--- config.mk ---
export PLATFORM = sky130hd
export DESIGN_NAME = lru_key_value_cache
export DESIGN_NICKNAME = d
export VERILOG_FILES = /design/src/rtl/lkv_pkg.sv /design/src/rtl/lkv_store.sv /design/src/rtl/lkv_ctrl.sv /design/src/rtl/lru_key_value_cache.sv
export SDC_FILE = /design/constraint.sdc
export NUM_CORES = 1
export LEC_CHECK = 0
export BUFFER_PORTS_ARGS = -buffer_cell sky130_fd_sc_hd__buf_2
export CAP_MARGIN = 20
export CORE_ASPECT_RATIO = 2
export CORE_MARGIN = 4
export CORE_UTILIZATION = 25
export DETAILED_ROUTE_END_ITERATION = 10
export SETUP_SLACK_MARGIN = 0.02
export SLEW_MARGIN = 20
export SYNTH_ARGS = -nofsm -noshare
export SYNTH_HDL_FRONTEND = slang
export SYNTH_SLANG_ARGS = --single-unit
--- constraint.sdc ---
create_clock -name clk -period 11.4 [get_ports clk]
set_input_delay 0.57 -clock clk [delete_from_list [all_inputs] [get_ports clk]]
set_output_delay 0.57 -clock clk [all_outputs]
set_load 0.1 [all_outputs]
--- src/rtl/lkv_pkg.sv ---
// Shared types and constants for the key-value cache.
package lkv_pkg;

    localparam int KEY_W   = 32;
    localparam int VALUE_W = 31;
    localparam int CAP_W   = 5;

    localparam logic [CAP_W-1:0] CAP_RESET  = 5'd16;
    localparam logic [KEY_W-1:0] MISS_VALUE = 32'hFFFF_FFFF;

    localparam logic FUNC_GET = 1'b0;
    localparam logic FUNC_SET = 1'b1;

    typedef logic [KEY_W-1:0]   key_t;
    typedef logic [VALUE_W-1:0] value_t;
    typedef logic [CAP_W-1:0]   cap_t;

    typedef struct packed {
        logic found;
        key_t read_value;
        logic evicted;
        key_t evicted_key;
    } result_t;

endpackage

--- src/rtl/lkv_store.sv ---
// Entry memory: key, value and recency rank per slot, one read and one write port.
module lkv_store #(
    parameter int ENTRIES = 16,
    parameter int IW      = 4,
    parameter int RW      = 4
) (
    input  logic            clk,
    input  logic            rd_en,
    input  logic [IW-1:0]   rd_addr,
    input  logic            wr_en,
    input  logic [IW-1:0]   wr_addr,
    input  lkv_pkg::key_t   wr_key,
    input  lkv_pkg::value_t wr_value,
    input  logic [RW-1:0]   wr_rank,
    output lkv_pkg::key_t   rd_key,
    output lkv_pkg::value_t rd_value,
    output logic [RW-1:0]   rd_rank
);
    import lkv_pkg::*;

    key_t          key_mem  [ENTRIES];
    value_t        val_mem  [ENTRIES];
    logic [RW-1:0] rank_mem [ENTRIES];

    always_ff @(posedge clk)
    begin
        if (wr_en)
        begin
            key_mem[wr_addr]  <= wr_key;
            val_mem[wr_addr]  <= wr_value;
            rank_mem[wr_addr] <= wr_rank;
        end
    end

    always_ff @(posedge clk)
    begin
        if (rd_en)
        begin
            rd_key   <= key_mem[rd_addr];
            rd_value <= val_mem[rd_addr];
            rd_rank  <= rank_mem[rd_addr];
        end
    end

endmodule

--- src/rtl/lkv_ctrl.sv ---
// Sequencer: lookup pass, decision, rank update pass; holds valid bits and fill count.
module lkv_ctrl #(
    parameter int ENTRIES = 16,
    parameter int IW      = 4,
    parameter int RW      = 4,
    parameter int CW      = 5
) (
    input  logic              clk,
    input  logic              rst_n,
    input  logic              start,
    output logic              busy,
    input  logic              func,
    input  lkv_pkg::key_t     key,
    input  lkv_pkg::value_t   value,
    input  lkv_pkg::cap_t     capacity,
    output logic              rd_en,
    output logic [IW-1:0]     rd_addr,
    output logic              wr_en,
    output logic [IW-1:0]     wr_addr,
    output lkv_pkg::key_t     wr_key,
    output lkv_pkg::value_t   wr_value,
    output logic [RW-1:0]     wr_rank,
    input  lkv_pkg::key_t     rd_key,
    input  lkv_pkg::value_t   rd_value,
    input  logic [RW-1:0]     rd_rank,
    output logic              done,
    output lkv_pkg::result_t  result
);
    import lkv_pkg::*;

    localparam int EW = (CW > CAP_W) ? CW + 1 : CAP_W + 1;

    typedef enum logic [1:0] {
        IDLE,
        SCAN,
        DECIDE,
        UPDATE
    } state_t;

    state_t          state_reg;
    logic [CW-1:0]   cnt_reg;
    logic            chk_vld_reg;
    logic [IW-1:0]   chk_idx_reg;
    logic [ENTRIES-1:0] valid_reg;
    logic [CW-1:0]   used_reg;
    logic            done_reg;
    result_t         result_reg;
    result_t         result_next;

    logic            op_func_reg;
    key_t            op_key_reg;
    value_t          op_value_reg;
    logic            hit_reg;
    logic [IW-1:0]   hit_idx_reg;
    logic [RW-1:0]   hit_rank_reg;
    value_t          hit_value_reg;
    logic            free_vld_reg;
    logic [IW-1:0]   free_idx_reg;
    logic            vic_vld_reg;
    logic [IW-1:0]   vic_idx_reg;
    logic [RW-1:0]   vic_rank_reg;
    key_t            vic_key_reg;
    logic [IW-1:0]   tgt_reg;
    logic [RW-1:0]   old_rank_reg;
    logic            age_all_reg;
    logic            write_kv_reg;

    logic            last_chk;
    logic            chk_valid;
    logic [EW-1:0]   cap_ext;
    logic [EW-1:0]   eff_cap;
    logic            has_room;

    assign busy      = (state_reg != IDLE);
    assign done      = done_reg;
    assign result    = result_reg;
    assign last_chk  = chk_vld_reg && (chk_idx_reg == IW'(ENTRIES - 1));
    assign chk_valid = valid_reg[chk_idx_reg];

    // Clamp the capacity register into 1 .. ENTRIES.
    always_comb
    begin
        cap_ext = EW'(capacity);
        priority if (cap_ext == '0)
            eff_cap = EW'(1);
        else if (cap_ext > EW'(ENTRIES))
            eff_cap = EW'(ENTRIES);
        else
            eff_cap = cap_ext;
    end

    assign has_room = (EW'(used_reg) < eff_cap);

    always_comb
    begin
        rd_en   = ((state_reg == SCAN) || (state_reg == UPDATE)) && (cnt_reg < CW'(ENTRIES));
        rd_addr = cnt_reg[IW-1:0];
    end

    // Reply fields from the lookup pass.
    always_comb
    begin
        result_next = '0;
        if (op_func_reg == FUNC_GET)
        begin
            if (hit_reg)
            begin
                result_next.found      = 1'b1;
                result_next.read_value = {1'b0, hit_value_reg};
            end
            else
                result_next.read_value = MISS_VALUE;
        end
        else if (hit_reg)
            result_next.found = 1'b1;
        else if (!has_room)
        begin
            result_next.evicted     = 1'b1;
            result_next.evicted_key = vic_key_reg;
        end
    end

    // Rank update pass: rewrite the target and each aged entry as it returns from memory.
    always_comb
    begin
        wr_en    = 1'b0;
        wr_addr  = chk_idx_reg;
        wr_key   = rd_key;
        wr_value = rd_value;
        wr_rank  = rd_rank;
        if ((state_reg == UPDATE) && chk_vld_reg)
        begin
            if (chk_idx_reg == tgt_reg)
            begin
                wr_en   = 1'b1;
                wr_rank = '0;
                if (write_kv_reg)
                begin
                    wr_key   = op_key_reg;
                    wr_value = op_value_reg;
                end
            end
            else if (chk_valid && (age_all_reg || (rd_rank < old_rank_reg)))
            begin
                wr_en   = 1'b1;
                wr_rank = rd_rank + RW'(1);
            end
        end
    end

    always_ff @(posedge clk or negedge rst_n)
    begin
        if (!rst_n)
        begin
            state_reg   <= IDLE;
            cnt_reg     <= '0;
            chk_vld_reg <= 1'b0;
            chk_idx_reg <= '0;
            valid_reg   <= '0;
            used_reg    <= '0;
            done_reg    <= 1'b0;
            result_reg  <= '0;
        end
        else
        begin
            done_reg    <= (state_reg == DECIDE);
            chk_vld_reg <= rd_en;
            chk_idx_reg <= rd_addr;
            if (rd_en)
                cnt_reg <= cnt_reg + CW'(1);
            unique case (state_reg)
                IDLE:
                begin
                    cnt_reg <= '0;
                    if (start)
                        state_reg <= SCAN;
                end
                SCAN:
                begin
                    if (last_chk)
                        state_reg <= DECIDE;
                end
                DECIDE:
                begin
                    cnt_reg    <= '0;
                    result_reg <= result_next;
                    // A get miss changes nothing: skip the rank pass.
                    if ((op_func_reg == FUNC_GET) && !hit_reg)
                        state_reg <= IDLE;
                    else
                        state_reg <= UPDATE;
                end
                UPDATE:
                begin
                    // Fill of a free slot: mark it in use as it is written.
                    if (chk_vld_reg && (chk_idx_reg == tgt_reg) && !chk_valid)
                    begin
                        valid_reg[chk_idx_reg] <= 1'b1;
                        used_reg <= used_reg + CW'(1);
                    end
                    if (last_chk)
                        state_reg <= IDLE;
                end
                default:
                    state_reg <= IDLE;
            endcase
        end
    end

    // Item payload and lookup trackers.
    always_ff @(posedge clk)
    begin
        if ((state_reg == IDLE) && start)
        begin
            op_func_reg  <= func;
            op_key_reg   <= key;
            op_value_reg <= value;
            hit_reg      <= 1'b0;
            free_vld_reg <= 1'b0;
            vic_vld_reg  <= 1'b0;
        end
        if ((state_reg == SCAN) && chk_vld_reg)
        begin
            if (chk_valid && (rd_key == op_key_reg) && !hit_reg)
            begin
                hit_reg       <= 1'b1;
                hit_idx_reg   <= chk_idx_reg;
                hit_rank_reg  <= rd_rank;
                hit_value_reg <= rd_value;
            end
            if (!chk_valid && !free_vld_reg)
            begin
                free_vld_reg <= 1'b1;
                free_idx_reg <= chk_idx_reg;
            end
            if (chk_valid && (!vic_vld_reg || (rd_rank > vic_rank_reg)))
            begin
                vic_vld_reg  <= 1'b1;
                vic_idx_reg  <= chk_idx_reg;
                vic_rank_reg <= rd_rank;
                vic_key_reg  <= rd_key;
            end
        end
        if (state_reg == DECIDE)
        begin
            write_kv_reg <= (op_func_reg == FUNC_SET);
            if (hit_reg)
            begin
                tgt_reg      <= hit_idx_reg;
                old_rank_reg <= hit_rank_reg;
                age_all_reg  <= 1'b0;
            end
            else if (has_room)
            begin
                tgt_reg      <= free_idx_reg;
                old_rank_reg <= '0;
                age_all_reg  <= 1'b1;
            end
            else
            begin
                tgt_reg      <= vic_idx_reg;
                old_rank_reg <= vic_rank_reg;
                age_all_reg  <= 1'b0;
            end
        end
    end

    a_count_matches: assert property (@(posedge clk) disable iff (!rst_n)
        $countones(valid_reg) == int'(used_reg))
        else $error("fill count differs from number of valid slots");

    a_count_bound: assert property (@(posedge clk) disable iff (!rst_n)
        used_reg <= CW'(ENTRIES))
        else $error("fill count above entry count");

    a_done_after_decide: assert property (@(posedge clk) disable iff (!rst_n)
        done_reg |-> $past(state_reg == DECIDE))
        else $error("result strobe without a decision");

    a_no_port_clash: assert property (@(posedge clk) disable iff (!rst_n)
        (wr_en && rd_en) |-> (wr_addr != rd_addr))
        else $error("read and write hit the same slot in one cycle");

    a_fill_has_free: assert property (@(posedge clk) disable iff (!rst_n)
        ((state_reg == DECIDE) && (op_func_reg == FUNC_SET) && !hit_reg && has_room)
        |-> free_vld_reg)
        else $error("fill decided with no free slot");

endmodule

--- src/rtl/lru_key_value_cache.sv ---
// Top level of the fully associative LRU key-value cache.
//
//  channel   direction  handshake            payload
//  command   in         start & !busy        func, key, value
//  result    out        done (one cycle)     found, read_value, evicted, evicted_key
//  config    in         cfg_valid & ready    cfg_data (capacity)
//
// An item runs one lookup pass and one rank update pass over the single-read-port entry
// memory between acceptance and busy falling.
// The result strobes on done once the lookup pass is decided; a get miss ends there.
// Reset clears the valid bits and fill count at once; no clearing pass is run.
// The receiver cannot stall: done is high for one cycle only; the result fields hold until the next decision.
module lru_key_value_cache #(
    parameter int ENTRIES = 16
) (
    input  logic                  clk,
    input  logic                  rst_n,
    input  logic                  start,
    output logic                  busy,
    input  logic                  func,
    input  logic signed [31:0]    key,
    input  logic [30:0]           value,
    input  logic                  cfg_valid,
    output logic                  cfg_ready,
    input  logic [4:0]            cfg_data,
    output logic                  done,
    output logic                  found,
    output logic signed [31:0]    read_value,
    output logic                  evicted,
    output logic signed [31:0]    evicted_key
);
    import lkv_pkg::*;

    localparam int IW = (ENTRIES > 1) ? $clog2(ENTRIES) : 1;
    localparam int RW = IW;
    localparam int CW = $clog2(ENTRIES + 1);

    cap_t          capacity_reg;
    logic          rd_en;
    logic [IW-1:0] rd_addr;
    logic          wr_en;
    logic [IW-1:0] wr_addr;
    key_t          wr_key;
    value_t        wr_value;
    logic [RW-1:0] wr_rank;
    key_t          rd_key;
    value_t        rd_value;
    logic [RW-1:0] rd_rank;
    result_t       result;

    assign cfg_ready = 1'b1;

    always_ff @(posedge clk or negedge rst_n)
    begin
        if (!rst_n)
            capacity_reg <= CAP_RESET;
        else if (cfg_valid && cfg_ready)
            capacity_reg <= cfg_data;
    end

    lkv_store #(
        .ENTRIES (ENTRIES),
        .IW      (IW),
        .RW      (RW)
    ) u_store (
        .clk      (clk),
        .rd_en    (rd_en),
        .rd_addr  (rd_addr),
        .wr_en    (wr_en),
        .wr_addr  (wr_addr),
        .wr_key   (wr_key),
        .wr_value (wr_value),
        .wr_rank  (wr_rank),
        .rd_key   (rd_key),
        .rd_value (rd_value),
        .rd_rank  (rd_rank)
    );

    lkv_ctrl #(
        .ENTRIES (ENTRIES),
        .IW      (IW),
        .RW      (RW),
        .CW      (CW)
    ) u_ctrl (
        .clk      (clk),
        .rst_n    (rst_n),
        .start    (start),
        .busy     (busy),
        .func     (func),
        .key      (key_t'(key)),
        .value    (value),
        .capacity (capacity_reg),
        .rd_en    (rd_en),
        .rd_addr  (rd_addr),
        .wr_en    (wr_en),
        .wr_addr  (wr_addr),
        .wr_key   (wr_key),
        .wr_value (wr_value),
        .wr_rank  (wr_rank),
        .rd_key   (rd_key),
        .rd_value (rd_value),
        .rd_rank  (rd_rank),
        .done     (done),
        .result   (result)
    );

    assign found       = result.found;
    assign read_value  = $signed(result.read_value);
    assign evicted     = result.evicted;
    assign evicted_key = $signed(result.evicted_key);

endmodule
Word level (Yosys, flattened, before mapping):

Memory sizes are Yosys's and may differ from the RTL's. A register that Yosys moved wholly into a read port is not among the register bits.
Cells that the tools add are included.

* add/sub/neg operators: 3
* multiply operators: 0
* div/mod/pow operators: 0
* magnitude comparators: 7
* equality and inequality tests: 9
* shifts and indexed selects: 0
* muxes and demuxes: 47
* bitwise logic cells: 2
* reduce and logical (&&, ||, !) cells: 31

Operators with widths (number)
* 32-bit 2-to-1 mux: 5
* 33-bit 2-to-1 mux: 3
* 31-bit 2-to-1 mux: 3
* 32-bit equality test: 1
* 4-bit 2-to-1 mux: 7
* 5-bit 2-to-1 mux: 4
* 1-bit 2-to-1 mux: 18
* 16-bit bitwise OR: 1
* 1-bit logical AND: 14
* 5-bit by 1-bit adder with 5-bit output (second input constant): 2
* 2-bit 2-to-1 mux: 4
* 2-bit case mux with 4 select lines: 1
* 2-bit AND reduction: 4
* 5-bit greater-than comparator (second input constant): 1
* 5-bit logical NOT: 1
* 4-bit by 5-bit less-than comparator with 1-bit output (second input constant): 1
* 5-bit less-than comparator: 1
* 5-bit less-than comparator (second input constant): 1
* 4-bit by 1-bit adder with 4-bit output (second input constant): 1
* 1-bit binary-select mux with 4-bit select: 1
* 1-bit demux with 4-bit select: 1
* 2-bit equality test (second input constant): 2
* 4-bit equality test: 1
* 4-bit equality test (second input constant): 1
* 13 further kinds: 20

* register bits: 265
* latch bits: 0
* RAM bits: 1072
* ROM bits: 0
* input port bits: 73
* logic and storage cells: 131
* memories: 3

Memory list
* u_store.key_mem: depth 16, width 32, rd ports 1, clocked after Yosys merged registers in 1, write ports 1, RTL line lkv_store.sv:21 `key_t key_mem [ENTRIES];`
* u_store.val_mem: depth 16, width 31, rd ports 1, clocked after Yosys merged registers in 1, write ports 1, RTL line lkv_store.sv:22 `value_t val_mem [ENTRIES];`
* u_store.rank_mem: depth 16, width 4, rd ports 1, clocked after Yosys merged registers in 1, write ports 1, RTL line lkv_store.sv:23 `logic [RW-1:0] rank_mem [ENTRIES];`

Longest topological paths before layout:

Gate-level depths: netlist of the first run.

* depth in word-level cells: 8
* depth in mapped cells: 10
* gate-level depth less buffers: 8

By module:

A second synthesis of the first run with hierarchy kept.

* cells, all modules: 2433
* area, all modules: 52855.7 um^2

Modules (own cells, without submodules)
* lkv_store: instances 1, cells an instance 1724, area an instance 42075.4 um^2, seq. area each 34202.8 um^2
* lkv_ctrl: instances 1, cells an instance 697, area an instance 10586.4 um^2, seq. area each 7277.0 um^2
* lru_key_value_cache: instances 1, cells an instance 12, area an instance 193.9 um^2, seq. area each 126.4 um^2

Worst setup path after synthesis of the first run:

Ideal clock, no wire load.

* kind: flip-flop to flip-flop
* start point: register u_store.rd_rank[1] (read register of u_store.rank_mem)
* end point: memory u_store.key_mem[14][0] (netlist name) (enable)
* library setup time: 0.657 ns
* arrival time: 8.030 ns
* required time: 10.743 ns
* path slack: 2.712 ns
* cell stages (with the launch flop): 7
* path buffers: 0
* period minus slack after synthesis: 8.688 ns
* cells stage by stage: edfxtp_1 ha_1 a21o_1 a211o_1 a21oi_1 nor2_1 nor4_1

* cells in the longest elaborated chain, start to end: 8

RTL lines
* start, declared: RTL line lkv_store.sv:17 `output logic [RW-1:0] rd_rank`
* 4-bit less-than comparator: RTL line lkv_ctrl.sv:143 `else if (chk_valid && (age_all_reg || (rd_rank < old_rank_reg)))`
* 1-bit logical OR: RTL line lkv_ctrl.sv:143
* 1-bit logical AND: RTL line lkv_ctrl.sv:143
* 1-bit 2-to-1 mux: RTL line lkv_ctrl.sv:143
* 1-bit 2-to-1 mux: RTL line lkv_ctrl.sv:133 `if (chk_idx_reg == tgt_reg)`
* 1-bit 2-to-1 mux: RTL line lkv_ctrl.sv:131 `if ((state_reg == UPDATE) && chk_vld_reg)`
* 1-bit 2-to-1 mux: RTL line lkv_store.sv:27 `if (wr_en)`
* 1-bit 2-to-1 mux (not written as such): RTL line lkv_store.sv:29 `key_mem[wr_addr] <= wr_key;`
* end, declared: RTL line lkv_store.sv:21

Every way passes these cells.

Worst setup path after layout of the first run:

* start point: register u_ctrl.chk_idx_reg[0] (netlist: u_ctrl.wr_addr[0])
* end point: memory u_store.val_mem[2][5] (netlist name) (enable)

* cells in the longest elaborated chain, start to end: 8

RTL lines
* start, declared: RTL line lkv_ctrl.sv:43 `logic [IW-1:0] chk_idx_reg;`
* start signal, assigned: RTL line lkv_ctrl.sv:168 `chk_idx_reg <= rd_addr;`
* 1-bit binary-select mux with 4-bit select: RTL line lkv_ctrl.sv:78 `assign chk_valid = valid_reg[chk_idx_reg];`
* 1-bit 2-to-1 mux (not written as such): RTL line lkv_ctrl.sv:78
* 1-bit logical AND: RTL line lkv_ctrl.sv:143
* 1-bit 2-to-1 mux: RTL line lkv_ctrl.sv:143
* 1-bit 2-to-1 mux: RTL line lkv_ctrl.sv:133
* 1-bit 2-to-1 mux: RTL line lkv_ctrl.sv:131
* 1-bit 2-to-1 mux: RTL line lkv_store.sv:27
* 1-bit 2-to-1 mux (not written as such): RTL line lkv_store.sv:30 `val_mem[wr_addr] <= wr_value;`
* end, declared: RTL line lkv_store.sv:22

Several ways; a longest one is shown, not always the timed one. The select of a mux whose other input is x is not followed.

==> metrics.txt, run 1 <==
RSZ-0062 raised after global routing=no; layout cell share with drive strength beyond 1=a little under a third; Post-Syn Nets=2370; Ports=142; Synth cell types=49; largest family of logic cells by synthesized area=multiplexers; Pre-antenna DRT Iters=5; initial antenna violation count=15; fmax=approximately 0.26 GHz; Startpoint Class=flop; Setup crit end kind=flop; Hold Vio Cnt, Final=0; worst setup path class=flop to flop; leakage power=about 20 nW; Tcrit/Tclk final=33.34%; VDD IR-drop max=0.0001506 V; Final Setup Violations=0; register area share after synthesis=just under 80%; core area=~210000 sq um; gr ovfl total=0; Buffers on Ports=140; CP max-delay cell=dfrtp_1; Gate Count Post-Synth=around 2300; WL/cell=24.54 um; Worst Path Buf+Inv=2; Residual DRC=0; DIE HEIGHT=about 660 um; Post-Route Setup TNS=0 ns; #FFs+latches synth=around 1400; CTS buffer count=119; worst skew pair latency=roughly 0.73 ns; Worst Path Required=11.73 ns; Largest register FFs=a little over 500; cell mode on critical path=buf_4; Worst Path Arrival=~4.1 ns; crit path cell chain=mux4_2 -> a22o_1 -> a221oi_4 -> a21oi_1 -> nor2_1 -> nor4_2 -> buf_4 -> buf_4; routed wire length=around 130 mm; effective utilization at floorplan=between 20% and 30%; Die Footprint=around 220000 sq um; initial DRC count=between 2000 and 2500; Root Buffer=clkbuf_16; Synth top area share=between 70% and 80%; DR vias=24010; Die X=333.4 um; CTS tree=yes; Rows=approximately 240; top post-synthesis cells by area=edfxtp_1 (74%), mux4_2 (14%), dfrtp_1 (4.9%), mux2_2 (1.5%), a22o_1 (0.61%); post-layout util=29.33%; Worst Skew=0.04722 ns; MaxCap Viol Count=0; CP max FO=37; layout net count=~2600; area share of xor/xnor cells in the synthesized design=less than 1%; Worst path max stage delay=between 0.6 and 0.7 ns; status=completed; slew at the pin closest to its max-slew limit=1.166 ns; Synth Area in Adders=0.3309%; Final GP Congestion=approximately 0.75; Avg Vias per Cell=around 4.4; simple logic cell fraction of the synthesized area=1.603%; commonest non-fill, non-tap cell in the layout=edfxtp_1; ANT nets after route=0; Post-DP HPWL=around 76 mm; Top delay family on crit path=compound AO/OA/AOI/OAI gates; postcts setup bufs=0; Placed Area=between 50000 and 60000 sq um; Mapped Area=between 50000 and 60000 sq um; PostCTS Resize Cnt=0; HP Class=input pin to flop; PD cells=roughly 250 nW/um^2; Slew headroom=22.24%; clock-pin slew on the worst setup and hold paths=roughly 0.07 ns; synthesized area per cell=around 23 sq um; Period minus WS final=between 3 and 4 ns; largest net degree at the start of global routing=between 100 and 150; post-route cell area=about 60000 sq um; total number of yosys warnings=0; clk buf depth=3; fin. max-slew vios=0; Sinks on Clock Net=between 1000 and 1500; Tot GR Track Use=between 10% and 20%; vias in the first global route=~26000; first-pass GRT wire length=around 190 mm; Synth area leader=edfxtp_1; most frequent cells in the layout=edfxtp_1 (1296), mux4_2 (339), buf_2 (139); complex-gate fraction of the synthesized area=under 10%; H-tree Lvls=3; Synth-to-Final Area Change=16.65%; post-synthesis mux area share=roughly 16%
cells in the mapped netlist (all sizes together):
master / number
a31oi: 1
nand2b: 7
o21bai: 5
o21a: 2
conb: 1
clkbuf: 58
mux2i: 6
mux4: 339
nand3: 4
a21o: 18
nand2: 49
nand4b: 1
inv: 13
a32o: 1
edfxtp: 1296
nor3: 14
a21oi: 6
a211o: 1
a211oi: 1
nor2: 20
xor2: 31
dfrtp: 104
o31ai: 32
dfstp: 1
nor4b: 1
nor2b: 39
and2: 4
a22o: 37
buf: 56
mux2: 70
dfxtp: 3
o21ai: 9
or4: 1
xnor2: 13
a31o: 1
and4b: 1
or3: 1
nor4: 13
nand4: 5
ha: 14
a221oi: 1
or2: 3
power by group:
part | total, mW | switching, mW | internal (mW)
clock | 4.24 | 1.88 | 2.36
sequential | 7.10 | 0.405 | 6.69
combinational | 3.88 | 2.33 | 1.54
worst register-to-register path: stages, from the launching register on:
cell      delay [ns]
dfrtp_1         0.65
mux4_2          0.59
a22o_1          0.25
a221oi_4        0.33
a21oi_1         0.15
nor2_1          0.56
nor4_2          0.14
buf_4           0.28
buf_4           0.43
through the flow:
| step | power [mW] | instances | hold slack (ns) | setup slack [ns] |
|---|---|---|---|---|
| after floorplan | 9.951 | 2283 | 0.2744 | 2.712 |
| after detailed placement | 11.13 | 5134 | 0.4392 | 7.205 |
| after CTS | 15.41 | 5394 | 0.0003147 | 7.187 |
| after global placement | 11.06 | 5134 | 0.4311 | 7.238 |
| after global routing | 15.88 | 5400 | 0.01452 | 7.408 |
| final | 15.22 | 5401 | 0.04476 | 7.599 |
repair_timing:
| action | in CTS | in global routing |
|---|---|---|
| hold buffers | 33 | 0 |
| hold endpoints to repair | 80 | 0 |
| endpoints found under the setup margin | 0 | 0 |
routing by layer:
metal	wire length, um	vias up	track usage, %
li1	-	10060	-
met1	52040	13080	14.40
met2	69570	675	21.28
met3	7531	179	2.252
met4	3289	14	3.369
met5	90	-	0
layout make-up:
class | count | area [sq um]
antenna | 5 | 12.51
clock buffer | 137 | 3088
clock inverter | 90 | 973.4
fill | 20210 | 148800
inverter | 13 | 51.30
multi-input combinational | 752 | 10950
sequential | 1404 | 41620
tap | 2760 | 3453
timing repair buffer | 240 | 1593
final timing paths:
| path | from | end | slack [ns] | depth (start not counted) |
|---|---|---|---|---|
| max | u_ctrl.wr_addr[0] | u_store.val_mem[2][5] | 7.60 | 8 |
| max in group asynchronous | rst_n | u_ctrl.cnt_reg[2] | 9.71 | 3 |
| max reg2reg | u_ctrl.wr_addr[0] | u_store.val_mem[2][5] | 7.60 | 8 |
| min in group asynchronous | rst_n | u_ctrl.used_reg[0] | 0.39 | 2 |
| min | key[25] | u_ctrl.op_key_reg[25] | 0.04 | 1 |
| min reg2reg | u_ctrl.vic_key_reg[17] | u_ctrl.result[17] | 0.46 | 1 |
cells by family after synthesis:
family                   after synthesis
multiplexers                         415
AO/OA/AOI/OAI                        115
adder cells (fa/ha/maj)               14
AND/OR/NAND/NOR                      163
flip-flops                          1404
other                                  1
XOR/XNOR                              44
buffers and inverters                127
(Power assumes the default switching activity.)
==> run 2, diff against run 1 <==
--- a/config.mk
+++ b/config.mk
@@ -5,6 +5,7 @@
 export SDC_FILE = /design/constraint.sdc
 export NUM_CORES = 1
 export LEC_CHECK = 0
+export ABC_AREA = 1
 export BUFFER_PORTS_ARGS = -buffer_cell sky130_fd_sc_hd__buf_2
 export CAP_MARGIN = 20
 export CORE_ASPECT_RATIO = 2
==> constraint.sdc (replaced) <==
create_clock -name clk -period 3.4 [get_ports clk]
set_input_delay 0.17 -clock clk [delete_from_list [all_inputs] [get_ports clk]]
set_output_delay 0.17 -clock clk [all_outputs]
set_load 0.1 [all_outputs]
==> run 2 against run 1 <==
Compared with the run above: fmax rose by 21%; sequential share of layout area fell by 2.6 points; register-to-register slack got worse by 7.3 ns; critical endpoint is now u_store.val_mem[8][19].
==> metrics.txt, run 2 <==
status=completed; leakage power=21.60 nW; Ports=142; dpl cells=6995; Slew headroom=a little over a quarter; largest net degree at the start of global routing=143; Final Non-Filler Cells=between 7000 and 8000; Startpoint Class=flop; CTS tree=yes; #FFs+latches synth=1404; Synth top area share=a little under three quarters; Pre-antenna DRT Iters=6; ys flop type=edfxtp_1; Residual DRC=0; clock-pin slew on the worst setup and hold paths=about 0.080 ns; HP Class=input pin to async pin; RSZ-0062 raised after global routing=no; effective utilization at floorplan=25.11%; crit path cell chain=or2_0 -> a21oi_1 -> nand3_2 -> nor2_4 -> buf_12 -> a31oi_4 -> buf_4 -> nor2_4 -> buf_4; worst setup path class=flop to flop; Setup crit end kind=flop; synthesized area per cell=approximately 13 sq um; slew at the pin closest to its max-slew limit=around 1.1 ns; Gate Count Post-Synth=between 4000 and 5000; initial antenna violation count=5; Worst Skew=0.05293 ns; Die Footprint=between 200000 and 250000 sq um; Post-Syn Nets=~4300; CTS buffer count=between 100 and 150; Synth-to-Final Area Change=17.79%; DIE HEIGHT=approximately 670 um; Largest register FFs=about 500; Synth area leader=edfxtp_1; vias in the first global route=roughly 35000; fraction of registers with async set/reset=7.479%; Worst path max stage delay=roughly 0.52 ns; Avg Vias per Cell=4.854; initial DRC count=~3300; CP max FO=44; most frequent cells in the layout=edfxtp_1 (1296), nor2_1 (708), o21ai_0 (694); Post-synth EDFFs=between 1000 and 1500; worst skew pair latency=0.74 ns; total number of yosys warnings=0; layout cell share with drive strength beyond 1=a little under an eighth; ANT nets after route=0; CP max-delay cell=dfrtp_1; Worst Path Arrival=about 3.5 ns; Root Buffer=clkbuf_16; Buffers on Ports=140; gr ovfl total=0; commonest non-fill, non-tap cell in the layout=edfxtp_1; Period minus WS final=3.135 ns; post-layout util=between 20% and 30%; Rows=242; H-tree Lvls=3; post-route cell area=~64000 sq um; MaxCap Viol Count=0; layout net count=4463; register area share after synthesis=about three quarters; Tcrit/Tclk final=92.21%; Die X=approximately 340 um; fin. max-slew vios=0; DR vias=roughly 35000; Placed Area=59570 sq um; PD cells=about 900 nW/um^2; top post-synthesis cells by count=edfxtp_1 (1296), nor2_1 (728), o21ai_0 (696); Sinks on Clock Net=between 1000 and 1500; fmax=approximately 0.32 GHz; WL/cell=around 23 um; VDD IR-drop max=0.0008246 V; Post-DP HPWL=just over 100 mm; Mapped Area=about 55000 sq um; Final GP Congestion=roughly 0.84; Synth cell types=45; top post-synthesis cells by area=edfxtp_1 (71%), o21ai_0 (6.4%), nor2_1 (5.0%), dfrtp_1 (4.8%), o22ai_1 (3.6%); Tot GR Track Use=between 10% and 20%; total power=slightly below 60 mW; Worst Path Required=between 3 and 4 ns; first-pass GRT wire length=238.6 mm; Hold Vio Cnt, Final=0; clk buf depth=3; dominant cell by count in the synthesized netlist=edfxtp_1; core area=approximately 220000 sq um; Final Setup Violations=0; PostCTS Resize Cnt=0; routed wire length=roughly 170 mm; Post-Route Setup TNS=0 ns
run 2: cell types whose count changed in the layout (fill, tap and decap cells not counted), moves of 39 or more:
cell	previous run	this run
dlygate4sd3_1	33	72
mux4_2	339	0
inv_1	12	67
nand4_1	5	46
nor2_1	19	708
nand3_1	4	65
buf_12	2	53
nand2_1	47	394
mux2_2	70	1
o21ai_0	8	694
a21oi_1	5	54
o22ai_1	0	315
run 2: per-stage QoR:
stage          hold WS (ns)  setup WS [ns]
6_report             0.1316         0.2649
5_1_grt              0.1353        0.06483
3_5_place_dp         0.3347         0.2954
2_1_floorplan       -0.1256        0.02872
4_1_cts             0.08927         0.2362
3_3_place_gp         0.3305         0.2854
run 2: layout make-up:
class	count	area (sq um)
antenna	1	2.502
clock buffer	132	2972
clock inverter	80	935.9
fill	21500	152900
inverter	77	306.5
multi-input combinational	2429	11730
sequential	1404	41620
tap	2806	3511
timing repair buffer	352	3142
run 2: repair_timing:
| action | 4_1_cts | 5_1_grt |
|---|---|---|
| setup buffers | 0 | 0 |
| endpoints found under the setup margin | 0 | 0 |
| hold buffers | 72 | 0 |
| hold endpoints to repair | 159 | 0 |
run 2: cell families after synthesis:
group                    after synthesis  synth area share [%]
other                                  1              0.006878
AO/OA/AOI/OAI                       1122                 11.22
XOR/XNOR                              19                0.3052
buffers and inverters                349                 2.494
multiplexers                           1               0.02065
flip-flops                          1404                 76.31
adder cells (fa/ha/maj)               14                0.3213
AND/OR/NAND/NOR                     1272                 9.319
run 2: worst max-delay path: cells and delay by family (launching register included):
kind,cells,cell delay [ns]
flip-flops,1,0.52
AO/OA/AOI/OAI,2,0.21
AND/OR/NAND/NOR,4,0.82
buffers and inverters,3,1.11
run 2: report_power, final:
group | switching, mW | internal, mW
registers | 1.30 | 23.3
logic | 14.8 | 4.91
clock network | 6.43 | 7.46
run 2: final timing paths:
path | from | to | slack (ns) | cells past startpoint
setup / recovery | u_ctrl.wr_addr[1] | u_store.val_mem[8][19] | 0.26 | 9
hold / removal | rst_n | u_ctrl.result[53] | 0.13 | 2
setup reg to reg | u_ctrl.wr_addr[1] | u_store.val_mem[8][19] | 0.26 | 9
hold reg to reg | u_store.rd_value[16] | u_ctrl.hit_value_reg[16] | 0.46 | 0
max in group asynchronous | rst_n | u_ctrl.result[6] | 2.37 | 3
min in group clk | key[4] | u_ctrl.op_key_reg[4] | 0.15 | 2
run 2: metal layers:
metal	wire, um	GRT usage [%]	part of all wire [%]
met1	62320	16.20	38
met2	85900	25.81	52
met3	9854	1.963	6.0
met4	7057	6.234	4.3
met5	9	0	0.0055
